<file path="config.mk">
export PLATFORM = sky130hd
export DESIGN_NAME = rv32_subset_single_cycle_core_top
export DESIGN_NICKNAME = d
export VERILOG_FILES = /design/src/rtl/rv32sc_pkg.sv /design/src/rtl/rv32sc_exec.sv /design/src/rtl/rv32_subset_single_cycle_core_top.sv
export SDC_FILE = /design/constraint.sdc
export NUM_CORES = 2
export LEC_CHECK = 0
export BUFFER_PORTS_ARGS = -buffer_cell sky130_fd_sc_hd__buf_4
export CAP_MARGIN = 10
export CORE_MARGIN = 8
export CORE_UTILIZATION = 57
export CTS_BUF_LIST = sky130_fd_sc_hd__clkbuf_4 sky130_fd_sc_hd__clkbuf_8 sky130_fd_sc_hd__clkbuf_16
export DETAILED_ROUTE_END_ITERATION = 6
export GPL_TIMING_DRIVEN = 1
export PLACE_DENSITY_LB_ADDON = 0.3
export SLEW_MARGIN = 20
export SYNTH_ARGS = -nofsm -noshare
export SYNTH_HDL_FRONTEND = slang
export SYNTH_SLANG_ARGS = --single-unit
</file>
<file path="constraint.sdc">
create_clock -name clk -period 6.5 [get_ports clk]
set_input_delay 0.975 -clock clk [delete_from_list [all_inputs] [get_ports clk]]
set_output_delay 0.975 -clock clk [all_outputs]
set_load 0.1 [all_outputs]
</file>
<file path="src/rtl/rv32sc_pkg.sv">
`timescale 1ns / 1ps

package rv32sc_pkg;

	localparam int XLEN  = 32;
	localparam int IDX_W = 5;

	typedef logic [XLEN-1:0]  word_t;
	typedef logic [IDX_W-1:0] reg_idx_t;

	// fault reported with each transaction
	typedef enum logic [1:0] {
		FAULT_NONE       = 2'd0,
		FAULT_ILLEGAL_OP = 2'd1,
		FAULT_BAD_FUNCT  = 2'd2
	} fault_t;

	// major opcodes
	localparam logic [6:0] OPC_LOAD     = 7'h03;
	localparam logic [6:0] OPC_MISC_MEM = 7'h0F;
	localparam logic [6:0] OPC_OP_IMM   = 7'h13;
	localparam logic [6:0] OPC_AUIPC    = 7'h17;
	localparam logic [6:0] OPC_STORE    = 7'h23;
	localparam logic [6:0] OPC_OP       = 7'h33;
	localparam logic [6:0] OPC_LUI      = 7'h37;
	localparam logic [6:0] OPC_BRANCH   = 7'h63;
	localparam logic [6:0] OPC_JALR     = 7'h67;
	localparam logic [6:0] OPC_JAL      = 7'h6F;
	localparam logic [6:0] OPC_SYSTEM   = 7'h73;

	// function codes
	localparam logic [2:0] F3_ADD  = 3'd0;
	localparam logic [2:0] F3_SLL  = 3'd1;
	localparam logic [2:0] F3_SLT  = 3'd2;
	localparam logic [2:0] F3_SW   = 3'd2;
	localparam logic [2:0] F3_BNE  = 3'd1;
	localparam logic [6:0] F7_BASE = 7'd0;

	localparam word_t INSTR_BYTES = 32'd4;

	// everything one instruction produces
	typedef struct packed {
		word_t    next_addr;
		logic     wen;
		reg_idx_t rd;
		word_t    wval;
		logic     st;
		word_t    saddr;
		word_t    sdata;
		logic     halt;
		fault_t   fault;
	} exec_res_t;

endpackage

</file>
<file path="src/rtl/rv32sc_exec.sv">
`timescale 1ns / 1ps

module rv32sc_exec
	import rv32sc_pkg::*;
#(
	parameter int REG_COUNT = 32
) (
	input  word_t     instr,
	input  word_t     pc,
	input  word_t     op_a,
	input  word_t     op_b,
	input  logic      halted_in,
	output exec_res_t res
);

	logic [6:0] opc;
	logic [2:0] f3;
	logic [6:0] f7;
	reg_idx_t   rd;
	word_t      imm_i;
	word_t      imm_s;
	word_t      imm_b;
	word_t      imm_j;
	word_t      imm_u;
	logic       wen;
	word_t      wval;
	logic       rd_ok;

	assign opc = instr[6:0];
	assign rd  = instr[11:7];
	assign f3  = instr[14:12];
	assign f7  = instr[31:25];

	assign imm_i = {{20{instr[31]}}, instr[31:20]};
	assign imm_s = {{20{instr[31]}}, instr[31:25], instr[11:7]};
	assign imm_b = {{19{instr[31]}}, instr[31], instr[7], instr[30:25], instr[11:8], 1'b0};
	assign imm_j = {{11{instr[31]}}, instr[31], instr[19:12], instr[20], instr[30:21], 1'b0};
	assign imm_u = {instr[31:12], 12'd0};

	// x0 and registers past the file discard the write
	assign rd_ok = (rd != '0) && (int'(rd) < REG_COUNT);

	always_comb begin
		wen           = 1'b0;
		wval          = '0;
		res           = '0;
		res.next_addr = pc;
		res.halt      = halted_in;
		res.fault     = FAULT_NONE;
		if (!halted_in && instr == '0) begin
			res.halt = 1'b1;
		end else if (!halted_in) begin
			res.next_addr = pc + INSTR_BYTES;
			case (opc)
				OPC_OP: begin
					if (f7 == F7_BASE && f3 == F3_ADD) begin
						wen  = 1'b1;
						wval = op_a + op_b;
					end else if (f7 == F7_BASE && f3 == F3_SLT) begin
						wen  = 1'b1;
						wval = {31'd0, $signed(op_a) < $signed(op_b)};
					end else begin
						res.fault = FAULT_BAD_FUNCT;
					end
				end
				OPC_OP_IMM: begin
					if (f3 == F3_ADD) begin
						wen  = 1'b1;
						wval = op_a + imm_i;
					end else if (f3 == F3_SLL) begin
						wen  = 1'b1;
						wval = op_a << instr[24:20];
					end else begin
						res.fault = FAULT_BAD_FUNCT;
					end
				end
				OPC_STORE: begin
					if (f3 == F3_SW) begin
						res.st    = 1'b1;
						res.saddr = op_a + imm_s;
						res.sdata = op_b;
					end else begin
						res.fault = FAULT_BAD_FUNCT;
					end
				end
				OPC_BRANCH: begin
					if (f3 == F3_BNE) begin
						if (op_a != op_b) begin
							res.next_addr = pc + imm_b;
						end
					end else begin
						res.fault = FAULT_BAD_FUNCT;
					end
				end
				OPC_AUIPC: begin
					wen  = 1'b1;
					wval = pc + imm_u;
				end
				OPC_JAL: begin
					wen           = 1'b1;
					wval          = pc + INSTR_BYTES;
					res.next_addr = pc + imm_j;
				end
				OPC_LOAD, OPC_MISC_MEM, OPC_JALR, OPC_SYSTEM, OPC_LUI: begin
					res.fault = FAULT_BAD_FUNCT;
				end
				default: begin
					res.fault     = FAULT_ILLEGAL_OP;
					res.next_addr = pc;
				end
			endcase
		end
		if (wen && rd_ok) begin
			res.wen  = 1'b1;
			res.rd   = rd;
			res.wval = wval;
		end
	end

endmodule

</file>
<file path="src/rtl/rv32_subset_single_cycle_core_top.sv">
`timescale 1ns / 1ps

// Executes one RV32 instruction word per transaction: ADD, SLT, ADDI, SLLI, SW,
// BNE, AUIPC and JAL, against an internal program counter and register file.
// Each instruction transaction yields exactly one result transaction carrying
// the handled PC, the next PC, the register write, any word store, the halt
// flag and a fault code (illegal opcode, or unsupported funct which still
// advances the PC by 4). An all-zero word halts the core; afterwards every
// word is consumed and changes nothing. Throughput is one instruction per
// clock while the result side does not stall; the result transaction passes
// through the instruction register and then the result register around a
// single execute stage. The register file is read as the word is accepted and
// written as the result is loaded, with a forward path for back-to-back
// dependences. Reset clears per-register valid bits at once, so there is no
// clearing pass and the core is usable as soon as reset is released.
// Fetch and data memory live outside; the store request is only reported.
module rv32_subset_single_cycle_core_top
	import rv32sc_pkg::*;
#(
	parameter int REG_COUNT = 32
) (
	input  logic        clk,
	input  logic        arst_n,
	input  logic        instr_valid,
	output logic        instr_stall,
	input  logic [31:0] instruction_word,
	output logic        result_valid,
	input  logic        result_stall,
	output logic [31:0] instr_address,
	output logic [31:0] next_address,
	output logic        reg_write_enable,
	output logic [4:0]  reg_write_index,
	output logic [31:0] reg_write_value,
	output logic        store_valid,
	output logic [31:0] store_address,
	output logic [31:0] store_data,
	output logic        halted,
	output logic [1:0]  fault_code
);

	localparam int RF_AW = $clog2(REG_COUNT);

	// architectural state
	word_t                pc_q;
	logic                 halt_q;
	word_t                rf_mem [REG_COUNT];
	logic [REG_COUNT-1:0] rf_vld_q;

	// instruction register
	logic     valid_s1;
	word_t    instr_s1;
	word_t    rf_a_s1;
	word_t    rf_b_s1;
	logic     live_a_s1;
	logic     live_b_s1;
	logic     byp_a_s1;
	logic     byp_b_s1;
	word_t    wb_val_s1;

	// result register
	logic      result_valid_q;
	word_t     res_pc_q;
	exec_res_t res_q;

	logic      accept;
	logic      advance;
	reg_idx_t  rs1_in;
	reg_idx_t  rs2_in;
	logic      live_a;
	logic      live_b;
	word_t     op_a;
	word_t     op_b;
	exec_res_t res;

	assign rs1_in = instruction_word[19:15];
	assign rs2_in = instruction_word[24:20];

	// advance the execute stage when the result register is free or being emptied
	assign advance     = valid_s1 && (!result_valid_q || !result_stall);
	assign instr_stall = valid_s1 && !advance;
	assign accept      = instr_valid && !instr_stall;

	// sources that read a written register; x0, out-of-range and unwritten read zero
	assign live_a = (rs1_in != '0) && (int'(rs1_in) < REG_COUNT) && rf_vld_q[rs1_in[RF_AW-1:0]];
	assign live_b = (rs2_in != '0) && (int'(rs2_in) < REG_COUNT) && rf_vld_q[rs2_in[RF_AW-1:0]];

	// forward the write retiring at the edge the operands were sampled
	assign op_a = byp_a_s1 ? wb_val_s1 : (live_a_s1 ? rf_a_s1 : '0);
	assign op_b = byp_b_s1 ? wb_val_s1 : (live_b_s1 ? rf_b_s1 : '0);

	rv32sc_exec #(
		.REG_COUNT(REG_COUNT)
	) u_exec (
		.instr    (instr_s1),
		.pc       (pc_q),
		.op_a     (op_a),
		.op_b     (op_b),
		.halted_in(halt_q),
		.res      (res)
	);

	// control state
	always_ff @(posedge clk or negedge arst_n) begin
		if (!arst_n) begin
			valid_s1       <= 1'b0;
			result_valid_q <= 1'b0;
			pc_q           <= '0;
			halt_q         <= 1'b0;
			rf_vld_q       <= '0;
			live_a_s1      <= 1'b0;
			live_b_s1      <= 1'b0;
			byp_a_s1       <= 1'b0;
			byp_b_s1       <= 1'b0;
		end else begin
			if (accept) begin
				valid_s1  <= 1'b1;
				live_a_s1 <= live_a;
				live_b_s1 <= live_b;
				byp_a_s1  <= advance && res.wen && (res.rd == rs1_in);
				byp_b_s1  <= advance && res.wen && (res.rd == rs2_in);
			end else if (advance) begin
				valid_s1 <= 1'b0;
			end
			if (advance) begin
				result_valid_q <= 1'b1;
				pc_q           <= res.next_addr;
				halt_q         <= res.halt;
				if (res.wen) begin
					rf_vld_q[res.rd[RF_AW-1:0]] <= 1'b1;
				end
			end else if (!result_stall) begin
				result_valid_q <= 1'b0;
			end
		end
	end

	// payload: instruction, operands, result
	always_ff @(posedge clk) begin
		if (accept) begin
			instr_s1  <= instruction_word;
			rf_a_s1   <= rf_mem[rs1_in[RF_AW-1:0]];
			rf_b_s1   <= rf_mem[rs2_in[RF_AW-1:0]];
			wb_val_s1 <= res.wval;
		end
		if (advance) begin
			res_pc_q <= pc_q;
			res_q    <= res;
		end
	end

	// register file write port
	always_ff @(posedge clk) begin
		if (advance && res.wen) begin
			rf_mem[res.rd[RF_AW-1:0]] <= res.wval;
		end
	end

	assign result_valid     = result_valid_q;
	assign instr_address    = res_pc_q;
	assign next_address     = res_q.next_addr;
	assign reg_write_enable = res_q.wen;
	assign reg_write_index  = res_q.rd;
	assign reg_write_value  = res_q.wval;
	assign store_valid      = res_q.st;
	assign store_address    = res_q.saddr;
	assign store_data       = res_q.sdata;
	assign halted           = res_q.halt;
	assign fault_code       = res_q.fault;

endmodule

</file>
; After elaboration in Yosys (flattened, before gate mapping)
; Memory sizes are Yosys's and may differ from the RTL's. A register that Yosys moved wholly into a read port is not among the register bits.
; Index checks and enable logic that the tools add are counted.
[word_totals]
reg_bits = 305
ram_bits = 1024
inputBits = 36
output_inout_bits = 172
wordCells = 132
n_memories = 1
[memory_table]
columns = memory, depth, width, rd, rd_ports_with_merged_regs, wr, line_no
row1 = rf_mem, 32, 32, 2, 2, 1, rv32_subset_single_cycle_core_top.sv:46  ; word_t rf_mem [REG_COUNT];
[op_classes]
addsub = 7
order_cmp = 5
n_eq_ne = 17
shift = 1
n_mux = 44
n_bitwise = 3
reduce_logical = 33
[ops]
columns = operator, count
row1 = two-way mux 32 bit, 13
row2 = adder 32 bit, 6
row3 = one-hot mux 32 bit (4 select lines), 1
row4 = one-hot mux 32 bit (3 select lines), 1
row5 = two-way mux 65 bit, 1
row6 = two-way mux 38 bit, 1
row7 = "adder 32 x 3 -> 32 bit, second input constant", 1
row8 = zero test 32 bit, 1
row9 = < comparator 32 bit, 1
row10 = != test 32 bit, 1
row11 = OR 32 bit, 1
row12 = << shifter 32 x 5 -> 32 bit, 1
row13 = "equality test 7 bit, second input constant", 4
row14 = "equality test 7 x 6 -> 1 bit, second input constant", 3
row15 = "< comparator 5 x 6 -> 1 bit, second input constant", 3
row16 = two-way mux 1 bit, 17
row17 = nonzero test 5 bit, 3
row18 = "equality test 7 x 5 -> 1 bit, second input constant", 2
row19 = logical AND 1 bit, 13
row20 = one-hot mux 2 bit (6 select lines), 1
row21 = binary-select mux 1 bit (select 5 bit), 2
row22 = equality test 5 bit, 2
row23 = two-way mux 2 bit, 5
row24 = OR reduction 9 bit, 1
row25 = other kinds (19), 25

; Longest topological paths before layout
[depth]
ltp_word = 14
depth_mapped = 19
ltp_nobuf = 14

; Hierarchy
; Synthesis repeated with hierarchy kept, for this count alone.
[hier_totals]
cells_unflattened = 4565
hier_area_um2 = 72648.4
[modules_own_cells]
columns = mod, instances, cells_each, area_per_inst_um2, seq_area_each_um2
row1 = rv32_subset_single_cycle_core_top, 1, 2547, 59517.1, 41449.8
row2 = rv32sc_exec, 1, 2018, 13131.3, 0.0

; Worst setup path before layout
; Ideal clock, no wire load.
[synth_path]
path_type = in2reg
start = input port result_stall
end = register pc_q[11]
setup_time_ns = 0.090
arrival_ns = 6.914
t_required_ns = 6.410
slack_ns = -0.504
cell_stages = 5
path_buffers = 1
path_cell_list = nand2_1 nand2_1 inv_1 buf_1 mux2_2
[synth_between]
elab_chain_len = 3
[synth_lines]
columns = element, line_no
row1 = "start, declared", rv32_subset_single_cycle_core_top.sv:28  ; input logic result_stall,
row2 = zero test 1 bit, -
row3 = logical OR 1 bit, rv32_subset_single_cycle_core_top.sv:79  ; assign advance = valid_s1 && (!result_valid_q || !result_stall);
row4 = logical AND 1 bit, rv32_subset_single_cycle_core_top.sv:79
row5 = via advance, rv32_subset_single_cycle_core_top.sv:66  ; logic advance;
row6 = "end signal, assigned", rv32_subset_single_cycle_core_top.sv:126  ; pc_q <= res.next_addr;
row7 = "end, declared", rv32_subset_single_cycle_core_top.sv:44  ; word_t pc_q;
; The timed path passes the listed nets, and every way through them passes these cells.
; A chain may end at the register's enable or synchronous reset.

==> flow_summary_export.csv <==
group,metric,value,unit
sta,setup_viol,0,
routing,ant_nets,0,
synth,synth_area,73000,sq um
job,drv_cap,0,
cts,clock_latency,0.80,ns
cells_and_area,nets,5070,
cts,path_clk_slew,0.06,ns
grt,antenna_found_initial,10,
sta,setup-tns-final,0,ns
sta,min_period,5.85,ns
power,leakagePower,26.8,nW
placed_design,preCtsSetupSlack,0.836,ns
sta,max-slew-margin-rel,18.8,%
grt,grt_max_degree,143,
synth,syn_inst,4686,
floorplan,core-area,127000,sq um
outcome,outcome,"finished, violations left",
worst_hold_path,hold_path_class,"primary input to async pin",
critical_path,crit_fanout,36,
sta,rsz0062_at_grt,"no",
placed_design,dp.cells,6388,
cells_and_area,fin_util,64.4,%
routing,drt-pass1-iter-count,7,
grt,grt_first_pass_wirelength,348,mm
cts,hold_buffers,0,
floorplan,die_y,374,um
cells_and_area,drive_gt1_share,29.3,%
routing,vias_per_cell,7.36,
cts,cts_sinks,1389,
critical_path,r2r_slack,0.65,ns
sta,skew,0.0325,ns
routing,drt_first_iter_violations,7022,
synth,synth_cell_type_count,101,
cts,cts_tree,"done",
placed_design,gp_congestion,1.07,
synth,async_flop_share,4.97,%
floorplan,initial_core_util,57.3,%
routing,wirelength,245,mm
cts,cts_resized,0,
floorplan,die_w,374,um
floorplan,num_rows,131,
synth,yosysSeqAreaShare,56.7,%
synth,ys_ff_latch,1389,
sta,finalWorstSetupSlack,0.649,ns
grt,first_global_vias,48002,
sta,max_freq,171,MHz
cells_and_area,final_common_cell,"edfxtp_1",
sta,final_hold_viol_count,0,
routing,wl_per_cell,36.8,um
synth,synth_warnings,0,
sta,finalMaxSlewViolations,0,
critical_path,worst_ep_required_time,7.13,ns
critical_path,cp.arrival,6.48,ns
power,p_per_area,257,nW/um^2
sta,worst_pin_slew,1.21,ns
critical_path,startpoint_type,"flop",
cts,numCtsBuffers,145,
placed_design,numPortBuffers,205,
sta,whs,0.0784,ns
critical_path,criticalPathCategory,"flop to flop",
cts,cts.htree.levels,4,
cts,cts_setup_buffers,0,
floorplan,ios,208,
routing,drcViolationCount,4,
synth,avgSynthCellArea,15.6,sq um
routing,routed-via-count,48928,
synth,synth-main-ff-cell,"edfxtp_1",
power,ir_drop,0.000211,V
cells_and_area,stdcell_count,6650,
critical_path,critPathCaptureType,"flop",
cts,cts-root-buf,"clkbuf_16",
grt,grt_overflow,0,
cells_and_area,syn_to_final_growth,12.4,%
cells_and_area,final_cell_mix,"edfxtp_1 (1320), mux4_2 (676), buf_4 (310), nor2_1 (257), nand2_1 (233)",
placed_design,dp_hpwl,156,mm
outcome,failed_checks,"DRC",
sta,finalCritPeriodShare,90.0,%
grt,grt_usage,34.4,%
synth,synth_edf_count,1320,
cts,clock_path_buffers,3,
floorplan,die_area,140000,sq um
layout make-up:
type / count / area (sq um)
Sequential cell: 1389 / 41400
Timing Repair Buffer: 343 / 2950
Tap cell: 1662 / 2080
Antenna cell: 3 / 7.51
Clock inverter: 65 / 708
Multi-Input combinational cell: 2891 / 30400
Inverter: 103 / 399
Clock buffer: 194 / 4110
Fill cell: 8715 / 45300
layer usage:
layer | global-route usage, % | up-vias | wire, um
met2 | 53.8 | 3635 | 115000
met3 | 8.37 | 679 | 28500
met1 | 46.2 | 25106 | 88800
met5 | 0 | - | 0
met4 | 15.2 | 0 | 12800
li1 | - | 19508 | -
state kept, by name, indices dropped and copies added, names as in the netlist, 2 cells and up:
register         cells
rf_mem            1024
instr_s1            32
reg_write_value     32
rf_a_s1             32
rf_b_s1             32
store_address       32
store_data          32
wb_val_s1           32
instr_address       31
next_address        31
pc_q                31
rf_vld_q            31
reg_write_index      5
fault_code           2
critical path, cell delays in order, from the launching register on:
cell,delay (ns)
dfrtp_2,0.70
buf_4,0.40
nand3b_1,0.20
nand2_1,0.24
ha_1,0.49
o211ai_1,0.13
o21ai_1,0.30
o2111ai_1,0.27
a31oi_1,0.54
o21ai_1,0.28
o21ai_0,0.41
nand3_1,0.15
mux2i_1,0.19
a31oi_2,1.00
buf_4,0.36
cells in the mapped netlist, types with 13 or more instances:
library cell / count / area (sq um)
o211ai_1: 18 / 135
nand2_1: 233 / 875
and2_1: 16 / 100
nand3_1: 63 / 315
nand2b_1: 22 / 138
mux2_2: 87 / 980
mux2i_1: 38 / 380
or3_1: 26 / 163
o21ai_0: 153 / 766
ha_1: 155 / 1940
inv_1: 100 / 375
or2_2: 15 / 93.8
o21bai_1: 24 / 180
buf_2: 24 / 120
a22o_1: 15 / 131
and3_1: 25 / 156
mux4_2: 676 / 15200
a21o_1: 58 / 435
o31ai_1: 23 / 173
o21a_1: 17 / 128
xnor2_1: 80 / 701
a32oi_1: 16 / 140
nand4_1: 36 / 225
nand3b_1: 22 / 165
xor2_1: 66 / 578
nor3_1: 44 / 220
clkbuf_1: 242 / 908
nor2b_1: 16 / 100
a21boi_0: 16 / 120
nor2_1: 289 / 1080
o22ai_1: 29 / 181
a211oi_1: 28 / 210
a221oi_1: 20 / 175
dfrtp_1: 69 / 1730
buf_1: 64 / 240
edfxtp_1: 1320 / 39600
o21ai_1: 13 / 65.1
o221ai_1: 13 / 114
a21oi_1: 207 / 1040
or2_1: 25 / 156
a31oi_1: 39 / 244
a22oi_1: 53 / 398
nor4_1: 27 / 169
power by group:
part,internal (mW),switching (mW)
Sequential,9.89,0.204
Clock,4.90,3.50
Combinational,0.751,1.80
kinds of logic (layout without fill, tap and decap cells):
| family | after synthesis | in the layout | synth area share, % |
|---|---|---|---|
| multiplexers | 809 | 809 | 22.8 |
| other | 1 | 37 | 0.00514 |
| AO/OA/AOI/OAI | 840 | 840 | 7.64 |
| XOR/XNOR | 146 | 146 | 1.75 |
| adder cells (fa/ha/maj) | 161 | 161 | 2.82 |
| flip-flops | 1389 | 1389 | 56.7 |
| AND/OR/NAND/NOR | 901 | 901 | 5.91 |
| buffers and inverters | 439 | 705 | 2.34 |
final timing paths:
check	cells after the start	startpoint	to
worst min-delay path	1	arst_n	pc_q[20]
worst max register to register	14	byp_a_s1	rf_mem[13][31]
worst min register to register	1	rf_vld_q[15]	rf_vld_q[15]
max in group asynchronous	2	arst_n	byp_a_s1
worst max-delay path	14	byp_a_s1	rf_mem[13][31]
min in group clk	1	instruction_word[7]	instr_s1[7]
through the flow:
stage | power, mW | area (sq um)
after CTS | 21.1 | 82000
after global placement | 12.8 | 77200
after floorplan | 12.1 | 73100
final | 21.0 | 82000
after global routing | 21.6 | 82000
after detailed placement | 12.8 | 77200
No activity file was read; power rests on OpenSTA's default activity.
